### src/assert_macros.svh
// Assertion macros shared by the voter RTL.
// No dependencies; included by every module that carries assertions.
`ifndef ASSERT_MACROS_SVH
`define ASSERT_MACROS_SVH
`ifndef SYNTH
// Property checked on every rising clock edge outside reset.
`define SGV_ASSERT(label, clk, rst_n, prop) \
  label: assert property (@(posedge clk) disable iff (!rst_n) (prop)) \
    else $error("sgv: assertion failed");
// Same-cycle implication checked outside reset.
`define SGV_ASSERT_IMP(label, clk, rst_n, ante, cons) \
  label: assert property (@(posedge clk) disable iff (!rst_n) (ante) |-> (cons)) \
    else $error("sgv: implication failed");
`else
`define SGV_ASSERT(label, clk, rst_n, prop)
`define SGV_ASSERT_IMP(label, clk, rst_n, ante, cons)
`endif
`endif

### src/sgv_pkg.sv
// Package for the swipe gesture voter: direction codes, register map,
// register widths and reset values, and structs passed between modules.
package sgv_pkg;

  typedef enum logic [2:0] {
    DIR_NONE  = 3'd0,
    DIR_UP    = 3'd1,
    DIR_RIGHT = 3'd2,
    DIR_DOWN  = 3'd3,
    DIR_LEFT  = 3'd4
  } dir_t;

  localparam int DIR_W = 3;

  // Configuration port
  localparam int CFG_IDX_W  = 2;
  localparam int CFG_DATA_W = 32;

  typedef enum logic [CFG_IDX_W-1:0] {
    REG_FRAME_SPACING  = 2'd0,
    REG_MIN_MOVE       = 2'd1,
    REG_VOTE_THRESHOLD = 2'd2,
    REG_LOCKOUT_POLLS  = 2'd3
  } cfg_reg_t;

  localparam int SPACING_W = 8;
  localparam int MOVE_W    = 31;
  localparam int THR_W     = 4;
  localparam int POLLS_W   = 8;

  localparam logic [SPACING_W-1:0] SPACING_RST = 8'd1;
  localparam logic [MOVE_W-1:0]    MOVE_RST    = 31'd655;
  localparam logic [THR_W-1:0]     THR_RST     = 4'd6;
  localparam logic [POLLS_W-1:0]   POLLS_RST   = 8'd8;

  // Per-item request from the datapath to the poll/lockout logic
  typedef struct packed {
    logic step;      // an item leaves the input register this cycle
    logic kept;      // it passed the frame gate
    dir_t vote_dir;  // vote outcome on a kept frame
  } poll_req_t;

  // Contents of the result register
  typedef struct packed {
    dir_t gesture;
    logic frame_used;
    dir_t step_dir;
  } result_t;

endpackage

### src/sgv_in_if.sv
// Input channel: one tracked position per transaction.
// Depends on nothing but its POS_BITS parameter.
interface sgv_in_if #(
  parameter int POS_BITS = 32
) ();
  logic                       valid;
  logic                       ready;
  logic signed [POS_BITS-1:0] pos_x;
  logic signed [POS_BITS-1:0] pos_y;

  modport source (output valid, output pos_x, output pos_y, input ready);
  modport sink   (input valid, input pos_x, input pos_y, output ready);
endinterface

### src/sgv_out_if.sv
// Result channel: reported gesture and per-frame status.
// Depends on sgv_pkg for the field widths.
interface sgv_out_if import sgv_pkg::*; ();
  logic             valid;
  logic             ready;
  logic [DIR_W-1:0] gesture;
  logic             frame_used;
  logic [DIR_W-1:0] step_dir;

  modport source (output valid, output gesture, output frame_used, output step_dir,
                  input ready);
  modport sink   (input valid, input gesture, input frame_used, input step_dir,
                  output ready);
endinterface

### src/sgv_cfg_if.sv
// Configuration write channel: register index and write data.
// Depends on sgv_pkg for the field widths.
interface sgv_cfg_if import sgv_pkg::*; ();
  logic                  valid;
  logic                  ready;
  logic [CFG_IDX_W-1:0]  index;
  logic [CFG_DATA_W-1:0] data;

  modport source (output valid, output index, output data, input ready);
  modport sink   (input valid, input index, input data, output ready);
endinterface

### src/swipe_gesture_voter.sv
// Top level of the swipe gesture voter: handshakes, configuration registers,
// frame gate, input and result registers. Depends on sgv_pkg, the three
// channel interfaces, sgv_classify, sgv_vote, sgv_lockout, assert_macros.svh.
//
//  channel | direction | payload                          | accepted when
//  in_if   | sink      | pos_x, pos_y                     | valid && ready
//  out_if  | source    | gesture, frame_used, step_dir    | valid && ready
//  cfg_if  | sink      | index, data                      | valid (ready held high)
//
// One result per item, passing through the input register and then the result
// register; a new item may be accepted every cycle while the output is not stalled.
// Classification, vote and poll all sit between the two registers and use
// the state left by the previous item, so there is no hazard between items.
// Reset (rst_n low, synchronous) clears valid flags and datapath state and restores register defaults.
// An output stall backs up into in_if.ready only once both registers are full.
`include "assert_macros.svh"
module swipe_gesture_voter import sgv_pkg::*; #(
  parameter int WINDOW_LEN = 8,
  parameter int POS_BITS   = 32
) (
  input  logic      clk,
  input  logic      rst_n,
  sgv_in_if.sink    in_if,
  sgv_out_if.source out_if,
  sgv_cfg_if.sink   cfg_if
);

  // Configuration registers
  logic [SPACING_W-1:0] spacing_r;
  logic [MOVE_W-1:0]    min_move_r;
  logic [THR_W-1:0]     thr_r;
  logic [POLLS_W-1:0]   polls_r;

  // Pipeline
  logic                       s1_valid_r, s1_valid_nxt;
  logic signed [POS_BITS-1:0] s1_x_r, s1_y_r;
  logic                       out_valid_r, out_valid_nxt;
  result_t                    out_r;
  logic                       in_acc, adv;

  // Datapath state
  logic [SPACING_W-1:0]       frame_cnt_r, fc_inc;
  logic signed [POS_BITS-1:0] last_x_r, last_y_r;
  logic                       kept;
  dir_t                       raw_dir, hit, gesture;
  poll_req_t                  preq;

  assign cfg_if.ready = 1'b1;

  always_ff @(posedge clk) begin
    if (!rst_n) begin
      spacing_r  <= SPACING_RST;
      min_move_r <= MOVE_RST;
      thr_r      <= THR_RST;
      polls_r    <= POLLS_RST;
    end else if (cfg_if.valid) begin
      unique case (cfg_reg_t'(cfg_if.index))
        REG_FRAME_SPACING:  spacing_r  <= cfg_if.data[SPACING_W-1:0];
        REG_MIN_MOVE:       min_move_r <= cfg_if.data[MOVE_W-1:0];
        REG_VOTE_THRESHOLD: thr_r      <= cfg_if.data[THR_W-1:0];
        REG_LOCKOUT_POLLS:  polls_r    <= cfg_if.data[POLLS_W-1:0];
      endcase
    end
  end

  // Handshake control
  assign adv          = s1_valid_r && (!out_valid_r || out_if.ready);
  assign in_if.ready  = !s1_valid_r || adv;
  assign in_acc       = in_if.valid && in_if.ready;
  assign s1_valid_nxt = in_acc || (s1_valid_r && !adv);
  assign out_valid_nxt = adv || (out_valid_r && !out_if.ready);

  always_ff @(posedge clk) begin
    if (!rst_n) begin
      s1_valid_r  <= 1'b0;
      out_valid_r <= 1'b0;
    end else begin
      s1_valid_r  <= s1_valid_nxt;
      out_valid_r <= out_valid_nxt;
    end
  end

  // Input register
  always_ff @(posedge clk) begin
    if (in_acc) begin
      s1_x_r <= in_if.pos_x;
      s1_y_r <= in_if.pos_y;
    end
  end

  // Frame gate
  assign fc_inc = frame_cnt_r + SPACING_W'(1);
  assign kept   = fc_inc >= spacing_r;

  always_ff @(posedge clk) begin
    if (!rst_n) begin
      frame_cnt_r <= '0;
      last_x_r    <= '0;
      last_y_r    <= '0;
    end else if (adv) begin
      frame_cnt_r <= kept ? '0 : fc_inc;
      if (kept) begin
        last_x_r <= s1_x_r;
        last_y_r <= s1_y_r;
      end
    end
  end

  sgv_classify #(.POS_BITS(POS_BITS)) u_classify (
    .pos_x    (s1_x_r),
    .pos_y    (s1_y_r),
    .last_x   (last_x_r),
    .last_y   (last_y_r),
    .min_move (min_move_r),
    .dir      (raw_dir)
  );

  sgv_vote #(.WINDOW_LEN(WINDOW_LEN)) u_vote (
    .clk            (clk),
    .rst_n          (rst_n),
    .push           (adv && kept),
    .code           (raw_dir),
    .vote_threshold (thr_r),
    .hit            (hit)
  );

  assign preq.step     = adv;
  assign preq.kept     = kept;
  assign preq.vote_dir = hit;

  sgv_lockout u_lockout (
    .clk           (clk),
    .rst_n         (rst_n),
    .req           (preq),
    .lockout_polls (polls_r),
    .gesture       (gesture)
  );

  // Result register
  always_ff @(posedge clk) begin
    if (adv) begin
      out_r.gesture    <= gesture;
      out_r.frame_used <= kept;
      out_r.step_dir   <= kept ? raw_dir : DIR_NONE;
    end
  end

  assign out_if.valid      = out_valid_r;
  assign out_if.gesture    = out_r.gesture;
  assign out_if.frame_used = out_r.frame_used;
  assign out_if.step_dir   = out_r.step_dir;

  `SGV_ASSERT(a_adv_fills_out, clk, rst_n, adv |=> out_valid_r)
  `SGV_ASSERT(a_drop_no_dir, clk, rst_n, (adv && !kept) |=> (!out_r.frame_used && out_r.step_dir == DIR_NONE))

endmodule

### src/sgv_classify.sv
// Direction classifier: delta to the last kept position, dominant axis,
// threshold against min_move. Pure combinational; depends on sgv_pkg.
module sgv_classify import sgv_pkg::*; #(
  parameter int POS_BITS = 32
) (
  input  logic signed [POS_BITS-1:0] pos_x,
  input  logic signed [POS_BITS-1:0] pos_y,
  input  logic signed [POS_BITS-1:0] last_x,
  input  logic signed [POS_BITS-1:0] last_y,
  input  logic [MOVE_W-1:0]          min_move,
  output dir_t                       dir
);

  // Room for a delta, its magnitude and the negated threshold
  localparam int CW = (POS_BITS + 2 > MOVE_W + 2) ? POS_BITS + 2 : MOVE_W + 2;

  logic signed [CW-1:0] dx, dy, ax, ay, m, neg_m;

  assign dx    = CW'(pos_x) - CW'(last_x);
  assign dy    = CW'(pos_y) - CW'(last_y);
  assign ax    = dx[CW-1] ? -dx : dx;
  assign ay    = dy[CW-1] ? -dy : dy;
  assign m     = signed'(CW'(min_move));
  assign neg_m = -m;

  // x axis wins ties
  always_comb begin
    priority if (ax >= ay) begin
      priority if (dx >= m)     dir = DIR_LEFT;
      else if (dx <= neg_m)     dir = DIR_RIGHT;
      else                      dir = DIR_NONE;
    end else begin
      priority if (dy >= m)     dir = DIR_UP;
      else if (dy <= neg_m)     dir = DIR_DOWN;
      else                      dir = DIR_NONE;
    end
  end

endmodule

### src/sgv_vote.sv
// Vote window: shift register of recent codes with running per-direction
// counts and the threshold decision. Depends on sgv_pkg, assert_macros.svh.
`include "assert_macros.svh"
module sgv_vote import sgv_pkg::*; #(
  parameter int WINDOW_LEN = 8
) (
  input  logic             clk,
  input  logic             rst_n,
  input  logic             push,
  input  dir_t             code,
  input  logic [THR_W-1:0] vote_threshold,
  output dir_t             hit
);

  localparam int CNT_W = $clog2(WINDOW_LEN + 1);
  localparam int CMP_W = (CNT_W > THR_W) ? CNT_W : THR_W;

  dir_t             win_r   [WINDOW_LEN];
  logic [CNT_W-1:0] cnt_r   [4];
  logic [CNT_W-1:0] cnt_nxt [4];
  logic [3:0]       reach;

  // Counts after the new code enters and the oldest drops out
  always_comb begin
    for (int k = 0; k < 4; k++) begin
      cnt_nxt[k] = cnt_r[k]
                 + CNT_W'(code == dir_t'(3'(k + 1)))
                 - CNT_W'(win_r[WINDOW_LEN-1] == dir_t'(3'(k + 1)));
      reach[k]   = CMP_W'(cnt_nxt[k]) >= CMP_W'(vote_threshold);
    end
  end

  // Priority up, right, down, left
  always_comb begin
    priority if (reach[0]) hit = DIR_UP;
    else if (reach[1])     hit = DIR_RIGHT;
    else if (reach[2])     hit = DIR_DOWN;
    else if (reach[3])     hit = DIR_LEFT;
    else                   hit = DIR_NONE;
  end

  // Window and counts; a declared gesture clears both
  always_ff @(posedge clk) begin
    if (!rst_n) begin
      for (int i = 0; i < WINDOW_LEN; i++) win_r[i] <= DIR_NONE;
      for (int k = 0; k < 4; k++) cnt_r[k] <= '0;
    end else if (push) begin
      if (hit != DIR_NONE) begin
        for (int i = 0; i < WINDOW_LEN; i++) win_r[i] <= DIR_NONE;
        for (int k = 0; k < 4; k++) cnt_r[k] <= '0;
      end else begin
        win_r[0] <= code;
        for (int i = 1; i < WINDOW_LEN; i++) win_r[i] <= win_r[i-1];
        for (int k = 0; k < 4; k++) cnt_r[k] <= cnt_nxt[k];
      end
    end
  end

  `SGV_ASSERT(a_clear_on_hit, clk, rst_n, (push && hit != DIR_NONE) |=> (win_r[0] == DIR_NONE && cnt_r[0] == '0 && cnt_r[1] == '0 && cnt_r[2] == '0 && cnt_r[3] == '0))
  `SGV_ASSERT_IMP(a_cnt_bound, clk, rst_n, 1'b1, ((CNT_W+2)'(cnt_r[0]) + (CNT_W+2)'(cnt_r[1]) + (CNT_W+2)'(cnt_r[2]) + (CNT_W+2)'(cnt_r[3])) <= (CNT_W+2)'(WINDOW_LEN))

endmodule

### src/sgv_lockout.sv
// Pending gesture and post-report lockout: each item polls the pending
// gesture. Depends on sgv_pkg and assert_macros.svh.
`include "assert_macros.svh"
module sgv_lockout import sgv_pkg::*; (
  input  logic               clk,
  input  logic               rst_n,
  input  poll_req_t          req,
  input  logic [POLLS_W-1:0] lockout_polls,
  output dir_t               gesture
);

  dir_t               pending_r, pending_nxt, pend_cur;
  logic               active_r, active_nxt;
  logic [POLLS_W-1:0] count_r, count_nxt;
  logic [POLLS_W:0]   count_inc;

  // A kept frame overwrites the pending gesture before the poll
  assign pend_cur  = req.kept ? req.vote_dir : pending_r;
  assign count_inc = {1'b0, count_r} + (POLLS_W+1)'(1);
  assign gesture   = (req.step && !active_r) ? pend_cur : DIR_NONE;

  always_comb begin
    pending_nxt = pending_r;
    active_nxt  = active_r;
    count_nxt   = count_r;
    if (req.step) begin
      if (active_r) begin
        pending_nxt = pend_cur;
        if (count_inc > {1'b0, lockout_polls}) begin
          count_nxt  = '0;
          active_nxt = 1'b0;
        end else begin
          count_nxt = count_inc[POLLS_W-1:0];
        end
      end else begin
        pending_nxt = DIR_NONE;
        active_nxt  = (pend_cur != DIR_NONE);
      end
    end
  end

  always_ff @(posedge clk) begin
    if (!rst_n) begin
      pending_r <= DIR_NONE;
      active_r  <= 1'b0;
      count_r   <= '0;
    end else begin
      pending_r <= pending_nxt;
      active_r  <= active_nxt;
      count_r   <= count_nxt;
    end
  end

  `SGV_ASSERT(a_lock_after_report, clk, rst_n, $rose(active_r) |-> $past(gesture != DIR_NONE))

endmodule
### src/flat_wrapper.sv
// flat-port wrapper written by rule: the top's interface ports become plain ports
module swipe_gesture_voter_flat import sgv_pkg::*;
#(
  parameter int WINDOW_LEN = 8,
  parameter int POS_BITS   = 32
)
  (clk, rst_n, in_if_valid, in_if_pos_x, in_if_pos_y, in_if_ready, out_if_valid, out_if_gesture, out_if_frame_used, out_if_step_dir, out_if_ready, cfg_if_valid, cfg_if_index, cfg_if_data, cfg_if_ready);
  sgv_in_if #(.POS_BITS(POS_BITS)) in_if_i ();
  sgv_out_if out_if_i ();
  sgv_cfg_if cfg_if_i ();
  input  logic clk;
  input  logic rst_n;
  input wire logic [$bits(in_if_i.valid)-1:0] in_if_valid;
  input wire logic [$bits(in_if_i.pos_x)-1:0] in_if_pos_x;
  input wire logic [$bits(in_if_i.pos_y)-1:0] in_if_pos_y;
  output wire logic [$bits(in_if_i.ready)-1:0] in_if_ready;
  output wire logic [$bits(out_if_i.valid)-1:0] out_if_valid;
  output wire logic [$bits(out_if_i.gesture)-1:0] out_if_gesture;
  output wire logic [$bits(out_if_i.frame_used)-1:0] out_if_frame_used;
  output wire logic [$bits(out_if_i.step_dir)-1:0] out_if_step_dir;
  input wire logic [$bits(out_if_i.ready)-1:0] out_if_ready;
  input wire logic [$bits(cfg_if_i.valid)-1:0] cfg_if_valid;
  input wire logic [$bits(cfg_if_i.index)-1:0] cfg_if_index;
  input wire logic [$bits(cfg_if_i.data)-1:0] cfg_if_data;
  output wire logic [$bits(cfg_if_i.ready)-1:0] cfg_if_ready;
  assign in_if_i.valid = in_if_valid;
  assign in_if_i.pos_x = in_if_pos_x;
  assign in_if_i.pos_y = in_if_pos_y;
  assign in_if_ready = in_if_i.ready;
  assign out_if_valid = out_if_i.valid;
  assign out_if_gesture = out_if_i.gesture;
  assign out_if_frame_used = out_if_i.frame_used;
  assign out_if_step_dir = out_if_i.step_dir;
  assign out_if_i.ready = out_if_ready;
  assign cfg_if_i.valid = cfg_if_valid;
  assign cfg_if_i.index = cfg_if_index;
  assign cfg_if_i.data = cfg_if_data;
  assign cfg_if_ready = cfg_if_i.ready;
  swipe_gesture_voter #(.WINDOW_LEN(WINDOW_LEN), .POS_BITS(POS_BITS)) u_core (.clk(clk), .rst_n(rst_n), .in_if(in_if_i), .out_if(out_if_i), .cfg_if(cfg_if_i));
endmodule
### config.mk
export PLATFORM = sky130hd
export DESIGN_NAME = swipe_gesture_voter_flat
export DESIGN_NICKNAME = d
export VERILOG_FILES = /design/src/sgv_pkg.sv /design/src/sgv_in_if.sv /design/src/sgv_out_if.sv /design/src/sgv_cfg_if.sv /design/src/swipe_gesture_voter.sv /design/src/sgv_classify.sv /design/src/sgv_vote.sv /design/src/sgv_lockout.sv /design/src/flat_wrapper.sv
export VERILOG_INCLUDE_DIRS = /design/src /design/src/src
export SDC_FILE = /design/constraint.sdc
export NUM_CORES = 1
export LEC_CHECK = 0
export ABC_AREA = 1
export BUFFER_PORTS_ARGS = -buffer_cell sky130_fd_sc_hd__buf_2
export CORE_UTILIZATION = 55
export CTS_CLUSTER_SIZE = 8
export DETAILED_ROUTE_END_ITERATION = 6
export PLACE_DENSITY = 0.73
export SLEW_MARGIN = 5
export SYNTH_ARGS = -nofsm -noshare
export SYNTH_HDL_FRONTEND = slang
export SYNTH_SLANG_ARGS = --single-unit
### constraint.sdc
create_clock -name clk -period 7.4 [get_ports clk]
set_input_delay 1.48 -clock clk [delete_from_list [all_inputs] [get_ports clk]]
set_output_delay 1.48 -clock clk [all_outputs]
set_load 0.1 [all_outputs]
* Word level (Yosys, flattened, before mapping)
Memory sizes are Yosys's and may differ from the RTL's.
Index checks and enable logic that the tools add are counted.
** Storage, ports and cells
- Bits in registers :: 208
- Bits in writable memories :: 40
- Input port bits :: 103
- Output and inout port bits :: 10
- Logic and storage cells :: 154
- Memories :: 2
** Memories
- u_core.u_vote.win_r :: depth 8, width 3, read ports 8, clocked after memory_dff 0, wr ports 8, RTL line sgv_vote.sv:18 : dir_t win_r [WINDOW_LEN];
- u_core.u_vote.cnt_r :: depth 4, width 4, read ports 4, clocked after memory_dff 0, wr ports 4, RTL line sgv_vote.sv:19 : logic [CNT_W-1:0] cnt_r [4];
** Operators by class
- Add/sub/neg operators :: 15
- Magnitude comparators :: 11
- Eq/ne operators :: 11
- Muxes and demuxes :: 50
- Bitwise operators :: 24
- Reductions and logical operators :: 24
** Operators with widths (number)
- $mux W3 :: 24
- $mux W34 :: 2
- $sub A32 B32 Y33 :: 2
- $ge A34 B32 Y1 :: 1
- $ge A34 B34 Y1 :: 1
- $le A33 B34 Y1 :: 1
- $le A34 B34 Y1 :: 1
- $neg A31 Y34 :: 1
- $neg A33 Y34 :: 1
- $neg A34 Y34 :: 1
- $ge A33 B32 Y1 :: 1
- $mux W4 :: 8
- $or A1 B1 Y1 :: 24
- $add A4 B1 Y4 :: 4
- $ge A4 B4 Y1 :: 4
- $mux W8 :: 2
- $sub A4 B1 Y4 :: 4
- $eq A3 B2 Y1 const B :: 4
- $reduce_and A2 Y1 :: 6
- $mux W1 :: 11
- $add A8 B1 Y9 const B :: 1
- $gt A9 B8 Y1 :: 1
- $add A8 B1 Y8 const B :: 1
- $ge A8 B8 Y1 :: 1
- 10 further kinds :: 28

* Depth between registers and ports, before layout
- Depth after elaboration :: 20
- Gate-level depth with buffers :: 56
- Depth with buffers taken out :: 56

* By module
From an unflattened synthesis, not the netlist that was laid out.
** Second synthesis, totals
- Cell total of the unflattened synthesis :: 3546
- Area, all modules :: 23286.1 µm²
** Modules (own cells, without submodules)
- sgv_classify :: instances 1, cells an instance 2275, area an instance 12045.3 µm², sequential area each 0.0 µm²
- swipe_gesture_voter :: instances 1, cells an instance 836, area an instance 7688.6 µm², sequential area each 4634.4 µm²
- sgv_vote :: instances 1, cells an instance 290, area an instance 2605.0 µm², sequential area each 1131.1 µm²
- sgv_lockout :: instances 1, cells an instance 145, area an instance 947.2 µm², sequential area each 240.2 µm²

* Worst setup path after synthesis
No wires, ideal clock.
- Kind :: flip-flop to flip-flop
- From :: reg u_core.s1_y_r[0]
- To :: reg u_core.u_lockout.active_r
- Setup time :: 0.065 ns
- Arrival :: 6.075 ns
- Required time :: 7.335 ns
- Setup slack :: 1.260 ns
- Stages on the path, launching flop included :: 48
- Buffers on the path :: 0
- Period minus slack after synthesis :: 6.140 ns
- Cells stage by stage :: edfxtp_1 -> inv_1 -> ha_1 -> fa_1 -> ha_1 -> inv_1 -> nor2_1 -> nand3_1 -> nor2_2 -> nand3_1 -> nor2_2 -> nand3_2 -> nor2_4 -> nand4_2 -> nor2_1 -> nand4_1 -> ha_1 -> nand2_1 -> [12 not listed] -> nand2_1 -> nor2_1 -> ha_1 -> fa_1 -> or2_2 -> nand2_1 -> ha_1 -> nand2_1 -> inv_1 -> o21ai_0 -> nand2_1 -> a31oi_1 -> inv_1 -> nor4_1 -> mux2i_1 -> o21ai_0 -> nor2_1 -> nor2_1
** RTL lines
- start: declaration :: RTL line swipe_gesture_voter.sv:36 : logic signed [POS_BITS-1:0] s1_x_r, s1_y_r;
- start signal: assignment :: RTL line swipe_gesture_voter.sv:87 : s1_y_r <= in_if.pos_y;
- end signal: assignment :: RTL line sgv_lockout.sv:49 : active_r <= active_nxt;
- end: declaration :: RTL line sgv_lockout.sv:13 : logic active_r, active_nxt;

==> metrics.txt <==
# TYPE chip_impl_metric gauge
chip_impl_info{name="run_status",value="completed"} 1
chip_impl_metric{name="p_seq_frac",unit=""} 0.279
chip_impl_metric{name="yosysSeqAreaShare",unit=""} 0.276
chip_impl_metric{name="rows",unit=""} 72
chip_impl_metric{name="yosys_warnings",unit=""} 0
chip_impl_metric{name="port_buffers",unit=""} 110
chip_impl_metric{name="max_freq",unit="MHz"} 141
chip_impl_metric{name="dieArea",unit="mm2"} 0.0404
chip_impl_metric{name="syn-mean-instance-area",unit="um2"} 6.97
chip_impl_metric{name="comb_power_share",unit=""} 0.449
chip_impl_metric{name="clock_power_share",unit=""} 0.271
chip_impl_metric{name="postSynth.asyncResetShare",unit=""} 0
chip_impl_info{name="postSynth.topFlopCell",value="sky130_fd_sc_hd__dfxtp_1"} 1
chip_impl_metric{name="worstPathBufferInverterCount",unit=""} 9
chip_impl_metric{name="floorplan.die.width",unit="um"} 201
chip_impl_metric{name="power_switching_share",unit=""} 0.411
chip_impl_metric{name="grt_first_pass_wirelength",unit="mm"} 103
chip_impl_metric{name="grt_antenna_before_repair",unit=""} 0
chip_impl_metric{name="post-dp-hpwl",unit="mm"} 53.6
chip_impl_metric{name="hold_viol_final",unit=""} 0
chip_impl_metric{name="start_util",unit=""} 0.561
chip_impl_metric{name="antenna_left",unit=""} 0
chip_impl_metric{name="place.gp.congestion",unit=""} 0.980
chip_impl_metric{name="global_route.overflow_total",unit=""} 0
chip_impl_metric{name="timing.final.crit_period",unit="ns"} 7.11
chip_impl_metric{name="cts_inserted_buffers",unit=""} 36
chip_impl_metric{name="number_of_slew_limit_violations_in_the_final_report",unit=""} 0
chip_impl_metric{name="detailed_route_wl",unit="mm"} 66.6
chip_impl_info{name="worst-setup-path-type",value="reg2reg"} 1
chip_impl_metric{name="clock_insertion_delay_worst_skew",unit="ns"} 0.56
chip_impl_metric{name="final_nets",unit=""} 3709
chip_impl_metric{name="p_leak",unit="nW"} 11.9
chip_impl_metric{name="placement.cell_area",unit="mm2"} 0.0234
chip_impl_metric{name="fin_worst_skew",unit="ns"} 0.0357
chip_impl_info{name="reg2reg_from",value="u_core.s1_x_r[0]"} 1
chip_impl_info{name="timing.rr.end",value="u_core.u_vote.win_r[1][10]"} 1
chip_impl_metric{name="cts-htree-levels",unit=""} 2
chip_impl_metric{name="final_min_period_over_clock_period",unit=""} 0.960
chip_impl_metric{name="critical_path_cell_count",unit=""} 49
chip_impl_metric{name="drc_errors",unit=""} 0
chip_impl_metric{name="worst-r2r-cell-count",unit=""} 49
chip_impl_metric{name="synthToLayoutAreaGrowth",unit="%"} 14.4
chip_impl_metric{name="multi_input_combinational_cell_area",unit="mm2"} 0.0141
chip_impl_info{name="mostFrequentLayoutCells",value="723 x sky130_fd_sc_hd__nand2_1, 498 x sky130_fd_sc_hd__inv_1, 265 x sky130_fd_sc_hd__ha_1, 261 x sky130_fd_sc_hd__nor2_1, 211 x sky130_fd_sc_hd__a21oi_1"} 1
chip_impl_metric{name="clock_path_buffers",unit=""} 3
chip_impl_metric{name="firstDrtPassIters",unit=""} 6
chip_impl_metric{name="grt_use_total",unit=""} 0.321
chip_impl_info{name="layout.cells.most_common",value="sky130_fd_sc_hd__nand2_1"} 1
chip_impl_metric{name="netlist-cell-type-count",unit=""} 58
chip_impl_metric{name="critPathArrivalTime",unit="ns"} 7.50
chip_impl_metric{name="final_design_area_no_fill",unit="mm2"} 0.0249
chip_impl_metric{name="vdd.ir_drop.worst",unit="uV"} 242
chip_impl_info{name="critical_path.startpoint_type",value="register"} 1
chip_impl_metric{name="avgRoutedWirePerCell",unit="um"} 17.3
chip_impl_info{name="root_buffer_cell",value="sky130_fd_sc_hd__clkbuf_16"} 1
chip_impl_info{name="crit_top_cell",value="sky130_fd_sc_hd__nand2_1"} 1
chip_impl_info{name="timing.hold.worst.class",value="reg2reg"} 1
chip_impl_metric{name="route.vias.total",unit=""} 21259
chip_impl_metric{name="cp_slowest_stage_delay",unit="ns"} 0.38
chip_impl_metric{name="final-seq-area",unit="mm2"} 0.00601
chip_impl_metric{name="internal_power",unit="W"} 0.00330
chip_impl_metric{name="first_iteration_detailed_routing_drc_count",unit=""} 1450
chip_impl_metric{name="first_global_vias",unit=""} 19887
chip_impl_metric{name="power",unit="W"} 0.00559
chip_impl_metric{name="final_layout_size_suffix_gt1_frac",unit=""} 0.144
chip_impl_metric{name="die_height",unit="um"} 201
chip_impl_metric{name="maxSlewHeadroom",unit=""} 0.404
chip_impl_metric{name="rrSetupSlack",unit="ns"} 0.29
chip_impl_metric{name="maxCapViolCount",unit=""} 0
chip_impl_metric{name="netlist_area",unit="mm2"} 0.0218
chip_impl_metric{name="timing.final.setup_violations",unit=""} 0
chip_impl_metric{name="synth.top_cell.area_share",unit=""} 0.160
chip_impl_metric{name="power_switching",unit="W"} 0.00230
chip_impl_metric{name="antenna_cells",unit=""} 0
chip_impl_info{name="crit_family",value="simple AND/OR/NAND/NOR gates"} 1
chip_impl_metric{name="grt_start_max_net_pins",unit=""} 80
chip_impl_metric{name="syn_inst",unit=""} 3126
chip_impl_metric{name="fillers",unit=""} 3519
chip_impl_info{name="setup.worst_path.end_class",value="register"} 1
chip_impl_metric{name="number_of_flops_mapped_to_enable_cells_by_yosys",unit=""} 104
chip_impl_metric{name="viasPerCell",unit=""} 5.51
chip_impl_metric{name="data_required_time_at_the_worst_endpoint",unit="ns"} 7.80
chip_impl_info{name="critPathSlowestCell",value="sky130_fd_sc_hd__fa_2"} 1
chip_impl_info{name="yosysTopAreaCell",value="sky130_fd_sc_hd__ha_1"} 1
chip_impl_info{name="cells_taking_the_most_area_after_synthesis",value="sky130_fd_sc_hd__ha_1 16%, sky130_fd_sc_hd__edfxtp_1 14%, sky130_fd_sc_hd__dfxtp_1 13%"} 1
chip_impl_metric{name="total_power_per_unit_cell_area",unit="mW/mm2"} 224
chip_impl_metric{name="reg_clk_slew_reported_paths",unit="ns"} 0.05
chip_impl_metric{name="worst-slew-pin-transition",unit="ns"} 0.888
chip_impl_metric{name="critPathMaxFanout",unit=""} 16
chip_impl_info{name="worstSetupEndpoint",value="u_core.u_vote.win_r[1][10]"} 1
chip_impl_metric{name="num_io_pins",unit=""} 113
chip_impl_metric{name="tritoncts_num_sinks",unit=""} 248
chip_impl_info{name="cts_tree",value="yes"} 1
chip_impl_info{name="cp-startpoint",value="u_core.s1_x_r[0]"} 1
chip_impl_metric{name="number_of_buffers_added_to_fix_hold_violations_after_cts",unit=""} 0
chip_impl_metric{name="ys_seq_elements",unit=""} 248
chip_impl_metric{name="design.core.area",unit="mm2"} 0.0388
## power by group through the flow
stage | clock (W) | sequential (W) | combinational [W]
final | 0.00152 | 0.00156 | 0.00251
after global routing | 0.00160 | 0.00157 | 0.00280
after CTS | 0.00155 | 0.00156 | 0.00237
after detailed placement | 0 | 0.00159 | 0.00235
after global placement | 0 | 0.00158 | 0.00229
after floorplan | 0 | 0.00160 | 0.00158
## layout make-up
cell class | instances | area share
clock buffers | 56 | 0.0400
clock inverters | 2 | 0.000702
inverters | 517 | 0.0778
multi-input cells | 2320 | 0.565
flip-flops and latches | 248 | 0.241
well taps | 518 | 0.0260
repair buffers | 198 | 0.0501
## kinds of logic after synthesis
group	synth area share
flops	0.276
compound gates	0.120
other cells	0.000345
mux	0.00138
fa+ha+maj	0.166
xor+xnor	0.0430
buf+inv	0.0969
simple gates	0.298
## worst min-delay path: stages (launching register included)
cell and delay [ns]:
sky130_fd_sc_hd__dfxtp_1 0.30, sky130_fd_sc_hd__nand2_1 0.06, sky130_fd_sc_hd__a21oi_1 0.05
## sequential cells by signal (all words and copies together), names as in the netlist
signal                      count
u_core.frame_cnt_r              8
u_core.last_x_r                32
u_core.last_y_r                32
u_core.min_move_r              31
u_core.out_if.frame_used        1
u_core.out_if.gesture           3
u_core.out_if.step_dir          3
u_core.out_if.valid             1
u_core.polls_r                  8
u_core.s1_valid_r               1
u_core.s1_x_r                  32
u_core.s1_y_r                  32
u_core.spacing_r                8
u_core.thr_r                    4
u_core.u_lockout.active_r       1
u_core.u_lockout.count_r        8
u_core.u_lockout.pending_r      3
u_core.u_vote.cnt_r            16
u_core.u_vote.win_r            24
## routing by layer
layer  part of all wire  routed length (um)  global-route usage  up-vias
li1                   -                   -                   -    10638
met1               0.44               29500               0.423     9799
met2               0.46               30800               0.538      685
met3              0.054                3620              0.0318      137
met4              0.040                2650               0.132        0
met5                  0                   0                   0        -
## how the worst min path moves through the flow
| stage | startpoint | endpoint | slack [ns] | cells past startpoint |
|---|---|---|---|---|
| detailed placement | u_core.u_vote.cnt_r[2][0] | u_core.u_vote.cnt_r[2][0] | 0.46 | 2 |
| global placement | u_core.u_lockout.pending_r[0] | u_core.u_lockout.pending_r[0] | 0.45 | 2 |
| finish | u_core.u_vote.cnt_r[2][0] | u_core.u_vote.cnt_r[2][0] | 0.46 | 2 |
| floorplan | u_core.spacing_r[0] | u_core.spacing_r[0] | 0.43 | 2 |
| global route | u_core.u_vote.cnt_r[2][0] | u_core.u_vote.cnt_r[2][0] | 0.49 | 2 |
| CTS | u_core.u_vote.cnt_r[2][0] | u_core.u_vote.cnt_r[2][0] | 0.46 | 2 |
## timing repair
| action | 4_1_cts | 5_1_grt |
|---|---|---|
| setup buffers | 1 | 16 |
| gates resized for setup | 1 | 116 |
| pin swaps | 0 | 23 |
| endpoints found under the setup margin | 1 | 47 |
| cloned | 0 | 1 |
## cell usage after synthesis (7+ instances only)
library cell and number:
sky130_fd_sc_hd__inv_1 504, sky130_fd_sc_hd__a21oi_1 224, sky130_fd_sc_hd__o21ai_0 184, sky130_fd_sc_hd__edfxtp_1 104, sky130_fd_sc_hd__xnor2_1 14, sky130_fd_sc_hd__nor2_1 288
sky130_fd_sc_hd__nor4_1 11, sky130_fd_sc_hd__inv_2 12, sky130_fd_sc_hd__nand4_1 80, sky130_fd_sc_hd__nand2_1 742, sky130_fd_sc_hd__nand3_2 14, sky130_fd_sc_hd__nor3_1 40
sky130_fd_sc_hd__nor2_2 28, sky130_fd_sc_hd__dfxtp_1 144, sky130_fd_sc_hd__a21oi_2 8, sky130_fd_sc_hd__o21ai_1 12, sky130_fd_sc_hd__o21bai_1 9, sky130_fd_sc_hd__o21a_1 9
sky130_fd_sc_hd__xor2_1 76, sky130_fd_sc_hd__nand2_4 9, sky130_fd_sc_hd__nand3_1 148, sky130_fd_sc_hd__ha_1 279, sky130_fd_sc_hd__buf_2 7, sky130_fd_sc_hd__o211ai_1 11
sky130_fd_sc_hd__clkbuf_1 32, sky130_fd_sc_hd__nand2_2 36, sky130_fd_sc_hd__nor2_4 18, sky130_fd_sc_hd__nand3b_1 11
## through the flow
step	setup slack, ns	TNS, ns	hold slack [ns]	std cells	utilization
floorplan	1.26	0	0.433	3127	-
global placement	0.112	0	0.452	3783	0.602
detailed placement	0.0925	0	0.458	3783	0.602
CTS	0.0201	0	0.463	3842	0.628
global route	-0.115	-3.66	0.486	3859	0.642
finish	0.295	0	0.459	3859	0.642
Power figures use the tool's default switching activity.
